File: src/hdl/sobel_pkg.sv
// ============================================================================
// sobel_pkg : shared types and constants for the Sobel edge core
// Holds the configuration register codes, the job record passed from the
// front end to the back end, and the pixel packing constants.
// ============================================================================
package sobel_pkg;

  localparam int DEF_MAX_WIDTH  = 1024;
  localparam int DEF_MAX_HEIGHT = 4096;
  localparam int PIX_W          = 24;
  localparam int ROW_W          = 12;
  localparam int COL_W          = 10;
  localparam int FW_W           = 11;
  localparam int FH_W           = 13;
  localparam int QDEPTH         = 2;

  localparam logic [10:0] FW_RESET = 11'd640;
  localparam logic [12:0] FH_RESET = 13'd480;

  // register byte addresses
  localparam logic [2:0] ADDR_WIDTH_REG  = 3'd0;
  localparam logic [2:0] ADDR_HEIGHT_REG = 3'd4;

  // one window job: 4x3 pixel rows (rows 0..3, cols 0..2) and emit flags
  typedef struct packed {
    logic [3:0][2:0][PIX_W-1:0] grid;
    logic [ROW_W-1:0]           row;
    logic [COL_W-1:0]           col;
    logic [3:0]                 emit;   // bit = ro*2+co
  } job_t;

  typedef enum logic [1:0] {
    BK_IDLE,
    BK_SUM,
    BK_ROOT,
    BK_SEND
  } bk_state_t;

endpackage

File: src/hdl/sobel_back.sv
// ============================================================================
// sobel_back : output side of the Sobel core
// For each emitted window: gradient sums, bit-serial square root over the
// three channels, then a registered result toward the output stream.
// ============================================================================
module sobel_back (
  input  logic            clk,
  input  logic            rst,
  input  logic            job_valid,
  output logic            job_ready,
  input  sobel_pkg::job_t job,
  output logic            out_valid,
  input  logic            out_ready,
  output logic [45:0]     out_data,
  output logic            out_last
);
  import sobel_pkg::*;

  bk_state_t    state, state_next;
  logic [1:0]   sel;              // current output slot ro*2+co
  logic [20:0]  ssq [3];          // gx^2+gy^2 per channel
  logic [8:0]   root [3];
  logic [20:0]  rem [3];
  logic [3:0]   bitn;
  logic [7:0]   mag [3];
  logic         is_last;
  logic [2:0]   first_s, next_s;

  // next emitting slot above sel
  function automatic logic [2:0] next_slot(logic [3:0] em, logic [1:0] s);
    logic [2:0] r;
    r = 3'd4;
    for (int i = 3; i >= 0; i--)
      if (em[i] && i > int'(s)) r = 3'(i);
    return r;
  endfunction

  function automatic logic [2:0] first_slot(logic [3:0] em);
    logic [2:0] r;
    r = 3'd4;
    for (int i = 3; i >= 0; i--)
      if (em[i]) r = 3'(i);
    return r;
  endfunction

  // gradients for the selected slot
  logic [20:0] ssq_c [3];
  always_comb begin
    for (int ch = 0; ch < 3; ch++) begin
      logic signed [11:0] gx, gy;
      logic signed [21:0] sx, sy;
      logic signed [11:0] v [3][3];
      for (int a = 0; a < 3; a++)
        for (int b = 0; b < 3; b++) begin
          if (sel[0] + b < 3)
            v[a][b] = 12'(job.grid[sel[1] + a][sel[0] + b][16-8*ch +: 8]);
          else
            v[a][b] = '0;
        end
      gx = (v[0][2] - v[0][0]) + 12'sd2 * (v[1][2] - v[1][0]) + (v[2][2] - v[2][0]);
      gy = (v[2][0] + 12'sd2 * v[2][1] + v[2][2]) - (v[0][0] + 12'sd2 * v[0][1] + v[0][2]);
      sx = 22'(gx);
      sy = 22'(gy);
      ssq_c[ch] = 21'(sx * sx + sy * sy);
    end
  end

  // state register
  always_ff @(posedge clk) begin
    if (rst) state <= BK_IDLE;
    else state <= state_next;
  end

  // next state
  always_comb begin
    state_next = state;
    job_ready  = 1'b0;
    unique case (state)
      BK_IDLE: if (job_valid) state_next = BK_SUM;
      BK_SUM:  state_next = BK_ROOT;
      BK_ROOT: if (bitn == 4'd0) state_next = BK_SEND;
      BK_SEND: if (out_ready) begin
        if (is_last) begin
          job_ready  = 1'b1;
          state_next = BK_IDLE;
        end else begin
          state_next = BK_SUM;
        end
      end
      default: state_next = BK_IDLE;
    endcase
  end

  assign first_s = first_slot(job.emit);
  assign next_s  = next_slot(job.emit, sel);
  assign is_last = next_s == 3'd4;

  // datapath: restoring square root, one bit per cycle, 9 result bits
  always_ff @(posedge clk) begin
    if (state == BK_IDLE && job_valid) sel <= first_s[1:0];
    if (state == BK_SEND && out_ready && !is_last)
      sel <= next_s[1:0];
    if (state == BK_SUM) begin
      for (int ch = 0; ch < 3; ch++) begin
        ssq[ch]  <= ssq_c[ch];
        rem[ch]  <= ssq_c[ch];
        root[ch] <= '0;
      end
      bitn <= 4'd8;
    end
    if (state == BK_ROOT) begin
      for (int ch = 0; ch < 3; ch++) begin
        logic [20:0] t;
        // trial: (2*root*2^b + 2^(2b))
        t = (21'(root[ch]) << (bitn + 4'd1)) + (21'd1 << (2 * bitn));
        if (rem[ch] >= t) begin
          rem[ch]  <= rem[ch] - t;
          root[ch] <= root[ch] | (9'd1 << bitn);
        end
      end
      if (bitn != 4'd0) bitn <= bitn - 4'd1;
    end
  end

  // rounding and saturation
  always_comb begin
    for (int ch = 0; ch < 3; ch++) begin
      logic [9:0] q;
      q = 10'(root[ch]) + 10'(rem[ch] > 21'(root[ch]));
      if (ssq[ch] > 21'd65280 || q > 10'd255) mag[ch] = 8'd255;
      else mag[ch] = q[7:0];
    end
  end

  assign out_valid = state == BK_SEND;
  assign out_last  = is_last;
  assign out_data  = {COL_W'(job.col + COL_W'(sel[0])),
                      ROW_W'(job.row + ROW_W'(sel[1])),
                      mag[2], mag[1], mag[0]};

endmodule

File: config.mk
export PLATFORM = sky130hd
export DESIGN_NAME = sobel_back
export DESIGN_NICKNAME = d
export VERILOG_FILES = /design/src/hdl/sobel_pkg.sv /design/src/hdl/sobel_back.sv
export SDC_FILE = /design/constraint.sdc
export NUM_CORES = 2
export LEC_CHECK = 0
export ABC_AREA = 1
export BUFFER_PORTS_ARGS = -buffer_cell sky130_fd_sc_hd__buf_4
export CAP_MARGIN = 25
export CORE_UTILIZATION = 30
export CTS_BUF_LIST = sky130_fd_sc_hd__clkbuf_16
export CTS_CLUSTER_DIAMETER = 30
export DETAILED_ROUTE_END_ITERATION = 7
export SYNTH_ARGS = -nofsm -noshare
export SYNTH_HDL_FRONTEND = slang
export SYNTH_SLANG_ARGS = --single-unit
File: constraint.sdc
create_clock -name clk -period 21.1 [get_ports clk]
set_clock_uncertainty 0.15 [all_clocks]
set_input_delay 3.165 -clock clk [delete_from_list [all_inputs] [get_ports clk]]
set_output_delay 3.165 -clock clk [all_outputs]
set_load 0.01 [all_outputs]
==> out/metrics.yaml <==
fp.dieArea_um2: 178000
routabilityCongestion: 1.00
firstDrtPassIters: 8
vias_per_cell: 4.68
status: "complete, no violations"
die_y_um: 422
grt_antenna_before_repair: 4
finalMaxSlewViolations: 0
crit_required_ns: 21.18
drive_gt1_share_pct: 7.59
ant_nets: 0
synth_seq_cells: 161
synth-xor-area-share_pct: 4.99
slowest_delay_ns: 0.62
grt_pass1_wl_um: 253000
wl_per_cell_um: 16.7
multi_input_area_um2: 40800
cts_max_level: 4
syn_avg_cell_area_um2: 7.63
grtUsageMet3_pct: 2.34
grt_pass1_vias: 46700
num_vias: 44800
post-dp-hpwl_um: 142000
fmax_mhz: 71.9
drc: 0
syn_nets: 8642
synth_edf_count: 155
nNetsFinal: 8934
crit_family: "adder cells"
drt-initial-drc-count: 2824
setup_viol: 0
num_rows: 153
grt_use_met2_pct: 31.0
timing.rr.start: "sel[0]"
crit_path_top_delay_cell: "xnor2_1"
coreArea_um2: 175000
maxCapViolations: 0
r2r_setup_slack_ns: 7.87
synthArstFlopShare_pct: 0
hold_depth: 2
ctsRootBufferMaster: "clkbuf_16"
cts.repair.resized: 0
netlist_instances: 6944
critical_path.most_common_cell: "inv_1"
clk_pin_slew_ns: 0.07
numCtsBuffers: 17
start_kind: "input pin"
yosys.area_share.simple_pct: 17.5
synth_compound_area_share_pct: 9.40
hold_path.class: "flop to flop"
cts.sink_count: 161
rsz0062_at_grt: "no"
port_buffers: 366
clockBufferDepth: 2
io_pins: 367
area.growth.synth_to_final_pct: 11.4
post-route-period-util_pct: 65.9
critPathKind: "input pin to flop"
reg2reg_to: "rem[0][18]"
die_w_um: 422
fillCellCount: 18700
syn_area_um2: 53000
synth_ff_type: "edfxtp_1"
worstHoldEndpoint: "state[0]"
cp_max_fo: 9
arrival_ns: 13.98
initial_core_util_pct: 30.4
globalRouteMet1Util_pct: 22.8
yosysUniqueCellTypes: 62
fin_setup_tns_ns: 0
hp-start: "state[0]"
synthAdderAreaFrac_pct: 44.7
endpoint_kind: "flop"
min_period_ns: 13.90
critPathBufInv: 12
grt_max_degree: 136
timing.final.hold_violations: 0
overflow: 0
holdBufCountCts: 0
synth_seq_area_share_pct: 9.01
finalWirelength_um: 160000
busiest_layer: "met2"
relSlewSlack_pct: 25.9
synth.area.mux_share_pct: 0.323
cts_setup_buffers: 0
synth_top_family_by_area: "adder cells"
seqCellArea_um2: 4770
clock_latency_ns: 0.49
cts_tree: "built"
grt_usage_pct: 18.0
worst_pin_slew_ns: 1.10
ys_warn_count: 0
worstRegToRegCells: 49
==> state kept, by name (all words and copies together), names as in the netlist <==
name and flops:
rem 63, ssq 63, root 27, bitn 4, sel 2, state 2
==> area by class of cell <==
type                    instances  area share, %
diodes                          4         0.0169
clock buffers                  17          0.720
clock inverters                14          0.345
inverters                    1832           11.6
multi-input cells            4815           69.0
flip-flops and latches        161           8.08
well taps                    2325           4.93
repair buffers                409           5.22
==> metal layers <==
metal  vias up  part of all wire (%)
met1     21800                    43
met4         0                   3.8
li1      21800                     -
met3       160                   4.8
met2      1113                    48
met5         -                     0
==> tightest hold or removal path, delay by kind of cell, from the launching register on <==
family             cells  cell delay [ns]
DFF                    1             0.36
and+or+nand+nor        1             0.09
AOI/OAI and AO/OA      1             0.06
==> placed cells by master (no fill, tap or decap), drive strengths merged, types with 15 or more instances in the layout <==
cell    count
fa        855
buf       409
mux2i      16
a21o       30
clkinv     25
o211ai     32
o221ai     63
clkbuf     17
nor2      619
nand2    1331
nor4       20
xnor2     125
edfxtp    155
ha        525
xor2      176
nand4      45
nand3     204
a31oi      15
nor3       28
o21ai     377
a21oi     214
o21bai     25
nand3b     17
o22ai      19
inv      1814
==> cells in the mapped netlist (63+ instances only) <==
library cell  number  area share (%)
a21oi_1          214             2.0
xor2_1           175             2.9
o21ai_0          322             3.0
inv_1           1783              13
fa_1             855              32
edfxtp_1         155             8.8
clkbuf_1          87            0.62
nand3_1          201             1.9
nand2_1         1318             9.3
o221ai_1          63             1.0
nor2_1           607             4.3
xnor2_1          125             2.1
ha_1             525              12
==> worst max-delay path by stage <==
stage	start	to	slack, ns	cells past startpoint
after floorplan	job[266]	rem[0][60]	8.66	45
after global placement	job[282]	rem[0][18]	6.86	44
after detailed placement	job[138]	rem[0][18]	6.78	47
after CTS	job[138]	rem[0][18]	7.28	47
after global routing	job[138]	rem[0][18]	6.38	47
final	job[138]	rem[0][18]	7.20	47
==> cells by family (layout without fill, tap and decap cells) <==
group                      count (synthesis)  in the layout
AOI/OAI and AO/OA                        834            834
xor gates and xnor gates                 301            301
DFF                                      161            161
buffers and inverters                   1968           2272
and+or+nand+nor                         2283           2283
muxes                                     17             17
adders and majority gates               1380           1380
other                                      0              4
==> per-stage QoR <==
| stage | util [%] | hold WS, ns | cell area [um2] | worst slack [ns] | instances |
|---|---|---|---|---|---|
| 3_3_place_gp | 33.5 | 0.354 | 58400 | 6.86 | 9541 |
| 3_5_place_dp | 33.5 | 0.394 | 58400 | 6.78 | 9542 |
| 5_1_grt | 33.8 | 0.425 | 59100 | 6.38 | 9577 |
| 6_report | 33.8 | 0.395 | 59100 | 7.20 | 9577 |
| 4_1_cts | 33.8 | 0.405 | 59100 | 7.28 | 9573 |
| 2_1_floorplan | - | 0.329 | 53000 | 8.66 | 6944 |
Power is left out: the tool's default activity adds up to more than one toggle a clock period on the data nets, which glitch-free logic cannot reach.
