==> config.mk <==
export PLATFORM = sky130hd
export DESIGN_NAME = sobel_queue
export DESIGN_NICKNAME = d
export VERILOG_FILES = /design/src/hdl/sobel_pkg.sv /design/src/hdl/sobel_queue.sv
export SDC_FILE = /design/constraint.sdc
export NUM_CORES = 1
export LEC_CHECK = 0
export BUFFER_PORTS_ARGS = -buffer_cell sky130_fd_sc_hd__buf_4
export CAP_MARGIN = 30
export CORE_AREA = 4 4 247 249
export CTS_BUF_LIST = sky130_fd_sc_hd__clkbuf_4
export DETAILED_ROUTE_END_ITERATION = 16
export DIE_AREA = 0 0 251 253
export REMOVE_ABC_BUFFERS = 1
export SLEW_MARGIN = 30
export SYNTH_ARGS = -nofsm -noshare
export SYNTH_HDL_FRONTEND = slang
export SYNTH_SLANG_ARGS = --single-unit
==> constraint.sdc <==
create_clock -name clk -period 19.8 [get_ports clk]
set_input_delay 3.96 -clock clk [delete_from_list [all_inputs] [get_ports clk]]
set_output_delay 3.96 -clock clk [all_outputs]
set_load 0.005 [all_outputs]
==> src/hdl/sobel_pkg.sv <==
// ============================================================================
// sobel_pkg : shared types and constants for the Sobel edge core
// Holds the configuration register codes, the job record passed from the
// front end to the back end, and the pixel packing constants.
// ============================================================================
package sobel_pkg;

  localparam int DEF_MAX_WIDTH  = 1024;
  localparam int DEF_MAX_HEIGHT = 4096;
  localparam int PIX_W          = 24;
  localparam int ROW_W          = 12;
  localparam int COL_W          = 10;
  localparam int FW_W           = 11;
  localparam int FH_W           = 13;
  localparam int QDEPTH         = 2;

  localparam logic [10:0] FW_RESET = 11'd640;
  localparam logic [12:0] FH_RESET = 13'd480;

  // register byte addresses
  localparam logic [2:0] ADDR_WIDTH_REG  = 3'd0;
  localparam logic [2:0] ADDR_HEIGHT_REG = 3'd4;

  // one window job: 4x3 pixel rows (rows 0..3, cols 0..2) and emit flags
  typedef struct packed {
    logic [3:0][2:0][PIX_W-1:0] grid;
    logic [ROW_W-1:0]           row;
    logic [COL_W-1:0]           col;
    logic [3:0]                 emit;   // bit = ro*2+co
  } job_t;

  typedef enum logic [1:0] {
    BK_IDLE,
    BK_SUM,
    BK_ROOT,
    BK_SEND
  } bk_state_t;

endpackage

==> src/hdl/sobel_queue.sv <==
// ============================================================================
// sobel_queue : short job queue between front and back ends
// Two-entry register FIFO so each side can stall on its own.
// ============================================================================
module sobel_queue (
  input  logic            clk,
  input  logic            rst,
  input  logic            wr_valid,
  output logic            wr_ready,
  input  sobel_pkg::job_t wr_data,
  output logic            rd_valid,
  input  logic            rd_ready,
  output sobel_pkg::job_t rd_data
);
  import sobel_pkg::*;

  job_t       mem [QDEPTH];
  logic       wp, rp;
  logic [1:0] cnt;
  logic       wr, rd;

  assign wr_ready = cnt != 2'd2;
  assign rd_valid = cnt != 2'd0;
  assign wr = wr_valid && wr_ready;
  assign rd = rd_valid && rd_ready;
  assign rd_data = mem[rp];

  always_ff @(posedge clk) begin
    if (wr) mem[wp] <= wr_data;
  end

  always_ff @(posedge clk) begin
    if (rst) begin
      wp <= 1'b0; rp <= 1'b0; cnt <= '0;
    end else begin
      if (wr) wp <= ~wp;
      if (rd) rp <= ~rp;
      cnt <= cnt + 2'(wr) - 2'(rd);
    end
  end

endmodule

==> out/results.txt, run 1 <==
Post-CTS setup buffers -> 0
Critical Path, Cell by Cell -> buf_6 -> buf_4 -> buf_4 -> mux2_2 -> buf_4
Synth area leaders -> edfxtp_1, mux2_4, mux2_2
Gr busiest metal -> met2
First-pass GRT wire length -> 82,000 µm
Grt met3 use -> 0.0999
Met2 usage -> 0.296
Synth Warn # -> 0
Simple-gate share of the synthesized area -> 0.00225
Comb pwr share -> 0.268
Syn_area_per_cell -> 23.9 µm²
Dpl ws -> 11.86 ns
Pin count of the biggest net entering global routing -> 161
Cell-internal power -> 2.84 mW
Net Sw Frac -> 0.257
Worst min path class -> flop to flop
Post-Synth XOR/XNOR Area -> 0.00110
Core area -> 58,700 µm²
Worst hold slack -> 0.522 ns
Resized cells post-CTS -> 0
Placement-stage cell area -> 29,400 µm²
Routed via count -> 12,399
Clk_lat worst skew -> 0.89 ns
IO Count -> 634
Num CTS Buffers -> 161
Post-Syn Area -> 24,000 µm²
Sequential power share -> 0.455
Commonest cells after routing, fill and taps aside -> buf_4, edfxtp_1, mux2_4, clkbuf_4, mux2_2
CP max stage delay -> 0.87 ns
Reg-to-Reg Start -> cnt[0]
# hold bufs at CTS -> 0
Sink Count -> 633
Crit path kind -> flop to output port
Layout area overhead -> 31.3%
Number of global-route vias before repair -> 13,198
Routed WL per cell -> 21.9 µm
Slew Limit Headroom -> 0.358
Setup TNS -> 0 ns
Post-route ant nets -> 0
Worst R2R Setup Slack -> 16.72 ns
Cells after synthesis -> 1,001
Most common cell after layout, fill and taps aside -> buf_4
Synth area leader -> edfxtp_1
FF-to-FF End -> mem[1][133]
CTS tree -> done
TritonRoute pass-1 iters -> 4
Sw Pwr -> 984 µW
# setup viols final -> 0
Crit path top cell by count -> buf_4
Sequential area share after synthesis -> 0.791
Arrival time at the worst endpoint -> 4.85 ns
Peak supply drop -> 0.0000863 V
Finished Cell Area -> 31,500 µm²
Die footprint -> 63,500 µm²
RSZ-0062 raised after global routing -> no
Final worst path period share -> 0.445
Synth top area share -> 0.787
#FFs+latches synth -> 633
Mux cell area share after synthesis -> 0.189
Share of cells above drive strength 1 -> 0.648
Max Cap Violations -> 0
Max Freq -> 0.114 GHz
Antenna violations before repair -> 14
Crit. End Element -> output port
Fin nets -> 2,093
Fin crit period -> 8.81 ns
Layout Cells excl Fill -> 2,659
Slowest cell on the critical path -> buf_4
Worst-Margin Slew -> 0.963 ns
# port buffers -> 633
WP data required -> 15.84 ns
Global-route usage over all layers -> 0.177
Final Worst Setup Slack -> 10.99 ns
Starting density of the core -> 0.408
Placed Cells -> 2,383
Largest family of logic cells by synthesized area -> multiplexers
Clock transition at path regs -> 0.06 ns
DR DRC count -> 0
Root Buffer -> clkbuf_4
Setup Skew -> 0.0439 ns
Run status -> complete, no violations
Post-Route WL -> 58,300 µm
Die H -> 253 µm
1st-iter DRT viols -> 563
Die width -> 251 µm
R2r worst-path depth -> 4
Met1 Usage GRT -> 0.184
Final Wtd Congestion -> 0.780
Leak -> 12.3 nW
HPWL Detailed -> 40,900 µm
FP Rows -> 89
Cell Pwr Density -> 122 nW/µm²
Distinct cell type count after synthesis -> 18
Compound-Gate Fraction of Synth Area -> 0.000313
Vias per cell -> 4.66
CP Capture Point -> rd_data[47]
Slew Limit Fails -> 0
Adder-cell share of the synthesized area -> 0.00104
Worst Path Max Fanout -> 61
H-tree levels -> 4
Clock buffer depth -> 3
GRT Residual Overflow -> 0
Endpoints failing hold -> 0
Nature of the critical path startpoint -> flop
Hold depth -> 2
Clock share of power -> 0.277
==> per-stage QoR <==
| step | power (mW) | util |
|---|---|---|
| detailed placement | 2.82 | 0.502 |
| CTS | 3.90 | 0.535 |
| finish | 3.82 | 0.536 |
| floorplan | 2.68 | - |
| global placement | 2.81 | 0.502 |
| global route | 4.03 | 0.536 |
==> worst min-delay path by stage <==
stage | from | end | slack (ns)
after floorplan | rp | flop | 0.48
after global placement | rp | flop | 0.50
after detailed placement | rp | flop | 0.51
after CTS | rp | rp | 0.53
after global routing | rp | flop | 0.57
final | rp | rp | 0.52
==> per-layer routing <==
| metal | part of all wire | vias to the layer above | routed length [µm] |
|---|---|---|---|
| met1 | 0.35 | 6138 | 20200 |
| met2 | 0.52 | 522 | 30400 |
| met4 | 0.021 | 16 | 1220 |
| met5 | 0.0018 | - | 104 |
| li1 | - | 5641 | - |
| met3 | 0.11 | 82 | 6360 |
==> state kept, by name, summed over array words and instances, names as in the netlist, named ones only <==
name / flops
cnt: 2
mem: 628
rp: 1
wp: 1
==> kinds of logic (layout without fill, tap and decap cells) <==
family / Yosys count / in the layout
adders and majority gates: 2 / 2
buffers and inverters: 36 / 913
other: 0 / 8
and+or+nand+nor: 11 / 11
xor gates and xnor gates: 3 / 3
AOI/OAI and AO/OA: 1 / 1
DFF: 633 / 633
muxes: 315 / 315
==> cell usage after synthesis, drive strengths merged <==
cell type,number
dfxtp,5
inv,1
o21a,1
nor2b,2
nand2b,1
xnor2,2
xor2,1
edfxtp,628
mux2,315
ha,2
and3,1
nor2,5
or2,1
nand2,1
buf,35
==> critical path: cells and delay by family, from the launching register on <==
family	cells	cell delay, ns
multiplexers	1	0.42
flip-flops	1	0.85
buffers and inverters	4	2.57
==> power groups by stage <==
stage | clock network [mW] | logic, mW | registers [mW]
after CTS | 1.11 | 1.05 | 1.74
final | 1.06 | 1.02 | 1.74
after detailed placement | 0 | 1.04 | 1.77
after global routing | 1.18 | 1.09 | 1.76
after floorplan | 0 | 0.761 | 1.91
after global placement | 0 | 1.04 | 1.77
==> cell type report <==
class                   instances  area [µm²]
diodes                          8        20.0
clock buffers                 246        1850
clock inverters                22         128
fillers                      4701       27200
inverters                       1        3.75
multi-input cells             332        4650
flip-flops and latches        633       19000
well taps                     773         967
repair buffers                644        4880
(Power assumes the default switching activity.)
==> inputs of run 2 (changes only) <==
--- a/config.mk
+++ b/config.mk
@@ -5,12 +5,14 @@
 export SDC_FILE = /design/constraint.sdc
 export NUM_CORES = 1
 export LEC_CHECK = 0
+export ABC_AREA = 1
 export BUFFER_PORTS_ARGS = -buffer_cell sky130_fd_sc_hd__buf_4
 export CAP_MARGIN = 30
 export CORE_AREA = 4 4 247 249
 export CTS_BUF_LIST = sky130_fd_sc_hd__clkbuf_4
 export DETAILED_ROUTE_END_ITERATION = 16
 export DIE_AREA = 0 0 251 253
+export PLACE_DENSITY = 0.67
 export REMOVE_ABC_BUFFERS = 1
 export SLEW_MARGIN = 30
 export SYNTH_ARGS = -nofsm -noshare
==> constraint.sdc (replaced) <==
create_clock -name clk -period 7.7 [get_ports clk]
set_input_delay 1.54 -clock clk [delete_from_list [all_inputs] [get_ports clk]]
set_output_delay 1.54 -clock clk [all_outputs]
set_load 0.005 [all_outputs]
==> out/results.txt, run 2 <==
CP max stage delay -> 0.74 ns (was 0.87 ns)
Resized cells post-CTS -> 0 (unchanged)
Global-route usage over all layers -> 0.167 (was 0.177)
Cell Pwr Density -> 309 nW/µm² (was 122 nW/µm²)
Register Area -> 19,000 µm² (unchanged)
Post-Syn Area -> 24,000 µm² (about the same)
Post-CTS setup buffers -> 0 (unchanged)
Design Power -> 9.72 mW (was 3.82 mW)
Antenna violations before repair -> 10 (was 14)
Number of flip-flops in the largest register -> 628 (unchanged)
Post-synth top cells -> edfxtp_1, mux2_4, mux2_2 (unchanged)
H-tree levels -> 4 (unchanged)
Layout area overhead -> 31.2% (was 31.3%)
#FFs+latches synth -> 633 (unchanged)
Die H -> 253 µm (unchanged)
Layout fillers -> 4,689 (was 4,701)
Slew Limit Fails -> 0 (unchanged)
Post-route ant nets -> 0 (unchanged)
Critical Path, Cell by Cell -> buf_12 -> buf_16 -> mux2_2 -> buf_4 (was buf_6 -> buf_4 -> buf_4 -> mux2_2 -> buf_4)
R2r worst-path depth -> 6 (was 4)
Final worst path period share -> 0.611
Crit path kind -> flop to output port (unchanged)
Top Registers -> mem (628), cnt (2) (unchanged)
TritonRoute pass-1 iters -> 4 (unchanged)
Commonest cells after routing, fill and taps aside -> buf_4, edfxtp_1, mux2_4, clkbuf_4, mux2_2 (unchanged)
Post-Route WL -> 55,400 µm (was 58,300 µm)
# hold bufs at CTS -> 0 (unchanged)
FF-to-FF End -> mem[1][78] (was mem[1][133])
Cells after synthesis -> 1,014 (was 1,001)
Worst Path Max Fanout -> 88 (was 61)
Net Sw Frac -> 0.258 (was 0.257)
Worst Hold Launch -> rp (unchanged)
Number of global-route vias before repair -> 13,215 (was 13,198)
Die footprint -> 63,500 µm² (unchanged)
# setup viols final -> 0 (unchanged)
Num CTS Buffers -> 160 (was 161)
Hold EP -> rp (unchanged)
Pin count of the biggest net entering global routing -> 169 (was 161)
Root Buffer -> clkbuf_4 (unchanged)
Comb pwr share -> 0.265 (was 0.268)
IO Count -> 634 (unchanged)
Synth top area share -> 0.787 (about the same)
Synth Warn # -> 0 (unchanged)
Reg-to-Reg Start -> cnt[0] (unchanged)
Top-count cell post-synth -> edfxtp_1 (unchanged)
Cell-internal power -> 7.21 mW (was 2.84 mW)
Worst min path class -> flop to flop (unchanged)
Distinct cell type count after synthesis -> 12 (was 18)
Setup Skew -> 0.0515 ns (was 0.0439 ns)
Synth area leaders -> edfxtp_1, mux2_4, mux2_2 (unchanged)
CTS tree -> done (unchanged)
Max Cap Violations -> 0 (unchanged)
Hold depth -> 2 (unchanged)
Worst-Margin Slew -> 1.03 ns (was 0.963 ns)
Max Freq -> 0.213 GHz
Reg with most FFs -> mem (unchanged)
Endpoints failing hold -> 0 (unchanged)
Starting density of the core -> 0.409 (was 0.408)
1st-iter DRT viols -> 595 (was 563)
Sw Pwr -> 2.51 mW (was 984 µW)
Most common cell after layout, fill and taps aside -> buf_4 (unchanged)
Clock buffer depth -> 3 (unchanged)
Worst R2R Setup Slack -> 4.94 ns (was 16.72 ns)
Clk_lat worst skew -> 0.94 ns (was 0.89 ns)
Synth area leader -> edfxtp_1 (unchanged)
Slew Limit Headroom -> 0.314 (was 0.358)
Routed via count -> 12,402 (was 12,399)
Arrival time at the worst endpoint -> 3.16 ns (was 4.85 ns)
HPWL Detailed -> 38,000 µm (was 40,900 µm)
# port buffers -> 633 (unchanged)
Fin nets -> 2,105 (was 2,093)
Die width -> 251 µm (unchanged)
Crit. End Element -> output port (unchanged)
Post-synth EDFFs -> 628 (unchanged)
WP data required -> 6.16 ns (was 15.84 ns)
Slowest cell on the critical path -> dfxtp_4 (was buf_4)
Nature of the critical path startpoint -> flop (unchanged)
First-pass GRT wire length -> 79,300 µm (was 82,000 µm)
Vias per cell -> 4.65 (was 4.66)
Peak supply drop -> 0.000309 V (was 0.0000863 V)
Share of cells above drive strength 1 -> 0.636 (was 0.648)
Clock transition at path regs -> 0.07 ns (was 0.06 ns)
Run status -> complete, no violations (unchanged)
Sequential power share -> 0.462 (was 0.455)
Leak -> 12.3 nW (about the same)
Async set-or-reset flop fraction in the synthesized netlist -> 0 (unchanged)
Sink Count -> 633 (unchanged)
Clock share of power -> 0.272 (was 0.277)
Sequential area share after synthesis -> 0.791 (about the same)
Routed WL per cell -> 20.8 µm (was 21.9 µm)
DR DRC count -> 0 (unchanged)
Final Wtd Congestion -> 0.801 (was 0.780)
Syn_area_per_cell -> 23.6 µm² (was 23.9 µm²)
Area occupied by multi-input gates -> 4630 µm² (was 4650 µm²)
GRT Residual Overflow -> 0 (unchanged)
Core area -> 58,700 µm² (unchanged)
Fin crit period -> 4.70 ns
Finished Core Util -> 0.536 (about the same)
RSZ-0062 raised after global routing -> no (unchanged)
Synth Flop Type -> edfxtp_1 (unchanged)
FP Rows -> 89 (unchanged)
==> run 2: kinds of logic after synthesis <==
family                   Yosys count  share of synthesized area
flip-flops                       633                      0.791
multiplexers                     314                      0.188
buffers and inverters             43                     0.0164
AND/OR/NAND/NOR                   20                    0.00329
AO/OA/AOI/OAI                      2                   0.000417
adder cells (fa/ha/maj)            2                    0.00104
==> run 2: power by group through the flow <==
stage / clock network [mW] / logic (mW) / registers [mW]
after CTS: 2.77 / 2.60 / 4.50
after global placement: 0 / 2.58 / 4.55
after global routing: 2.96 / 2.74 / 4.53
after floorplan: 0 / 1.85 / 4.94
final: 2.65 / 2.58 / 4.49
after detailed placement: 0 / 2.59 / 4.58
==> run 2: area by class of cell <==
cell class,instances,area share
clock inverters,37,0.00581
multi-input cells,338,0.147
repair buffers,644,0.158
well taps,773,0.0307
diodes,7,0.000557
inverters,8,0.00119
flip-flops and latches,633,0.603
clock buffers,227,0.0542
==> run 2: per-layer routing <==
metal	wire length [µm]	part of all wire	GRT usage	vias up
li1	-	-	-	5691
met1	19300	0.35	0.175	6062
met2	28600	0.52	0.285	530
met3	5810	0.10	0.0865	117
met4	1610	0.029	0.0720	2
met5	10	0.00018	0	-
==> run 2: worst max-delay path by stage <==
stage | from | end | slack, ns | cells after the start
3_3_place_gp | wr_valid | mem[1][94] | 3.89 | 4
2_1_floorplan | wr_valid | mem[0][0] | -7.90 | 2
3_5_place_dp | wr_valid | mem[1][140] | 3.92 | 4
4_1_cts | flop | rd_data[10] | 2.91 | 3
5_1_grt | flop | rd_data[35] | 2.75 | 4
6_report | flop | rd_data[35] | 3.00 | 4
==> run 2: worst max-delay path: cells and delay by family (launching register included) <==
family | cells | cell delay [ns]
multiplexers | 1 | 0.41
buffers and inverters | 3 | 0.92
flip-flops | 1 | 0.74
==> run 2: stage by stage <==
| stage | area (µm²) | cells | hold slack (ns) | setup slack (ns) | setup TNS (ns) |
|---|---|---|---|---|---|
| after floorplan | 23600 | 979 | 0.467 | -7.90 | -4455.22 |
| after global placement | 29500 | 2393 | 0.487 | 3.89 | 0 |
| after detailed placement | 29500 | 2393 | 0.483 | 3.92 | 0 |
| after CTS | 31400 | 2657 | 0.521 | 2.91 | 0 |
| after global routing | 31500 | 2665 | 0.562 | 2.75 | 0 |
| final | 31500 | 2667 | 0.524 | 3.00 | 0 |
==> inputs of run 3 (changes only) <==
--- a/config.mk
+++ b/config.mk
@@ -5,14 +5,13 @@
 export SDC_FILE = /design/constraint.sdc
 export NUM_CORES = 1
 export LEC_CHECK = 0
-export ABC_AREA = 1
+export ABC_AREA = 0
 export BUFFER_PORTS_ARGS = -buffer_cell sky130_fd_sc_hd__buf_4
 export CAP_MARGIN = 30
 export CORE_AREA = 4 4 247 249
 export CTS_BUF_LIST = sky130_fd_sc_hd__clkbuf_4
 export DETAILED_ROUTE_END_ITERATION = 16
 export DIE_AREA = 0 0 251 253
-export PLACE_DENSITY = 0.67
 export REMOVE_ABC_BUFFERS = 1
 export SLEW_MARGIN = 30
 export SYNTH_ARGS = -nofsm -noshare
==> constraint.sdc (replaced) <==
create_clock -name clk -period 4.7 [get_ports clk]
set_input_delay 0.94 -clock clk [delete_from_list [all_inputs] [get_ports clk]]
set_output_delay 0.94 -clock clk [all_outputs]
set_load 0.005 [all_outputs]
==> out/results.txt, run 3 (synthesis results as in run 1) <==
Run status -> complete, no violations (unchanged)
Fin nets -> 2,114 (was 2,105)
Clock transition at path regs -> 0.07 ns (about the same)
GRT Residual Overflow -> 0 (unchanged)
Reg with most FFs -> mem (unchanged)
Arrival time at the worst endpoint -> 2.88 ns (was 3.16 ns)
CP max stage delay -> 0.95 ns (was 0.74 ns)
Clock buffer depth -> 3 (unchanged)
Finished Core Util -> 0.542 (was 0.536)
H-tree levels -> 4 (unchanged)
Most common cell after layout, fill and taps aside -> buf_4 (unchanged)
1st-iter DRT viols -> 505 (was 595)
Antenna violations before repair -> 17 (was 10)
Final Worst Setup Slack -> 0.880 ns (was 3.00 ns)
DR DRC count -> 0 (unchanged)
Max Cap Violations -> 0 (unchanged)
Worst Hold Launch -> wr_data[2] (was rp)
Layout area overhead -> 32.7% (was 31.2%)
Cell Pwr Density -> 513 nW/µm² (was 309 nW/µm²)
R2r worst-path depth -> 4 (was 6)
FF-to-FF End -> mem[0][72] (was mem[1][78])
Leak -> 12.5 nW (was 12.3 nW)
Design Power -> 16.3 mW (was 9.72 mW)
Routed via count -> 12,601 (was 12,402)
Nature of the critical path startpoint -> flop (unchanged)
IO Count -> 634 (unchanged)
WP data required -> 3.76 ns (was 6.16 ns)
Crit. path cell count -> 3 (was 4)
Slew Limit Fails -> 0 (unchanged)
HPWL Detailed -> 42,500 µm (was 38,000 µm)
Post-route ant nets -> 0 (unchanged)
Core area -> 58,700 µm² (unchanged)
Worst R2R Setup Slack -> 2.39 ns (was 4.94 ns)
Fin crit period -> 3.82 ns
Commonest cells after routing, fill and taps aside -> buf_4, edfxtp_1, mux2_4, clkbuf_4, mux2_2 (unchanged)
Crit. End Element -> output port (unchanged)
Starting density of the core -> 0.408 (was 0.409)
Die H -> 253 µm (unchanged)
# setup viols final -> 0 (unchanged)
Vias per cell -> 4.67 (was 4.65)
Post-CTS setup buffers -> 0 (unchanged)
Placement-stage cell area -> 29,700 µm² (was 29,500 µm²)
# port buffers -> 633 (unchanged)
Dpl ws -> 1.72 ns (was 3.92 ns)
Share of cells above drive strength 1 -> 0.643 (was 0.636)
Worst Path Max Fanout -> 43 (was 88)
Number of global-route vias before repair -> 13,502 (was 13,215)
Die footprint -> 63,500 µm² (unchanged)
Reg-to-Reg Start -> cnt[0] (unchanged)
Crit path max-delay family -> flip-flops (was buffers and inverters)
Worst min path class -> input pin to flop (was flop to flop)
Peak supply drop -> 0.000337 V (was 0.000309 V)
Finished Cell Area -> 31,800 µm² (was 31,500 µm²)
# hold bufs at CTS -> 0 (unchanged)
Global-route usage over all layers -> 0.181 (was 0.167)
Worst-Margin Slew -> 0.925 ns (was 1.03 ns)
Crit path top cell by count -> buf_4
TritonRoute pass-1 iters -> 4 (unchanged)
Endpoints failing hold -> 0 (unchanged)
Root Buffer -> clkbuf_4 (unchanged)
Crit path kind -> flop to output port (unchanged)
Resized cells post-CTS -> 0 (unchanged)
FP Rows -> 89 (unchanged)
Crit path buf inv count -> 2 (was 3)
CP Capture Point -> rd_data[26] (was rd_data[35])
Post-Route WL -> 59,600 µm (was 55,400 µm)
Max Freq -> 0.262 GHz
Slew Limit Headroom -> 0.383 (was 0.314)
Setup Skew -> 0.0333 ns (was 0.0515 ns)
Slowest cell on the critical path -> dfxtp_4 (unchanged)
Routed WL per cell -> 22.1 µm (was 20.8 µm)
Clk_lat worst skew -> 0.92 ns (was 0.94 ns)
CTS tree -> done (unchanged)
Number of flip-flops in the largest register -> 628 (unchanged)
Die width -> 251 µm (unchanged)
Final Wtd Congestion -> 0.799 (was 0.801)
Num CTS Buffers -> 163 (was 160)
First-pass GRT wire length -> 84,200 µm (was 79,300 µm)
RSZ-0062 raised after global routing -> no (unchanged)
Top Registers -> mem (628), cnt (2) (unchanged)
Critical Path, Cell by Cell -> buf_4 -> mux2_2 -> buf_4 (was buf_12 -> buf_16 -> mux2_2 -> buf_4)
Sink Count -> 633 (unchanged)
Pin count of the biggest net entering global routing -> 138 (was 169)
Final worst path period share -> 0.813
run 3: cell types whose count changed in the layout (fill, tap and decap cells not counted), moves of 5 or more:
| cell | previous run | this run |
|---|---|---|
| inv_1 | 7 | 1 |
| diode_2 | 7 | 12 |
| buf_12 | 5 | 15 |
| nand2_1 | 8 | 1 |
| clkinv_2 | 2 | 7 |
| buf_4 | 636 | 648 |
| clkinv_1 | 24 | 34 |
run 3: worst reg2reg max path: stages, from the launching register on:
cell      delay, ns
dfxtp_1        0.36
nand2b_1       0.18
nand2_1        0.15
nor2_4         0.46
buf_12         0.57
run 3: worst min path at each step:
stage | slack [ns] | cells past startpoint | endpoint
after floorplan | 0.48 | 2 | flop
after global placement | 0.49 | 2 | rp
after detailed placement | 0.50 | 2 | flop
after CTS | 0.008 | 1 | mem[1][228]
after global routing | 0.03 | 1 | mem[1][29]
final | 0.20 | 1 | mem[1][2]
run 3: through the flow:
step | std cells | setup TNS, ns | hold WS, ns
2_1_floorplan | 966 | -7061.37 | 0.481
3_3_place_gp | 2401 | 0 | 0.494
3_5_place_dp | 2402 | 0 | 0.500
4_1_cts | 2685 | 0 | 0.00833
5_1_grt | 2695 | 0 | 0.0347
6_report | 2697 | 0 | 0.197
run 3: report_power, final:
group          switching (mW)  internal (mW)  total, mW
clock                    2.15           2.40       4.54
combinational            1.91           2.54       4.45
sequential              0.244           7.09       7.33
total                    4.30           12.0       16.3
run 3: layout make-up:
| type | instances | area [µm²] |
|---|---|---|
| fillers | 4780 | 26900 |
| flip-flops and latches | 633 | 19000 |
| repair buffers | 663 | 5160 |
| multi-input cells | 332 | 4650 |
| clock buffers | 227 | 1700 |
| well taps | 773 | 967 |
| clock inverters | 56 | 319 |
| diodes | 12 | 30.0 |
| inverters | 1 | 3.75 |
run 3: layer usage:
| metal | up-vias | wire length (µm) | GRT usage |
|---|---|---|---|
| met5 | - | 73 | 0 |
| met4 | 12 | 2080 | 0.0884 |
| met3 | 113 | 6180 | 0.0916 |
| met2 | 542 | 30400 | 0.304 |
| met1 | 6222 | 20900 | 0.189 |
| li1 | 5712 | - | - |
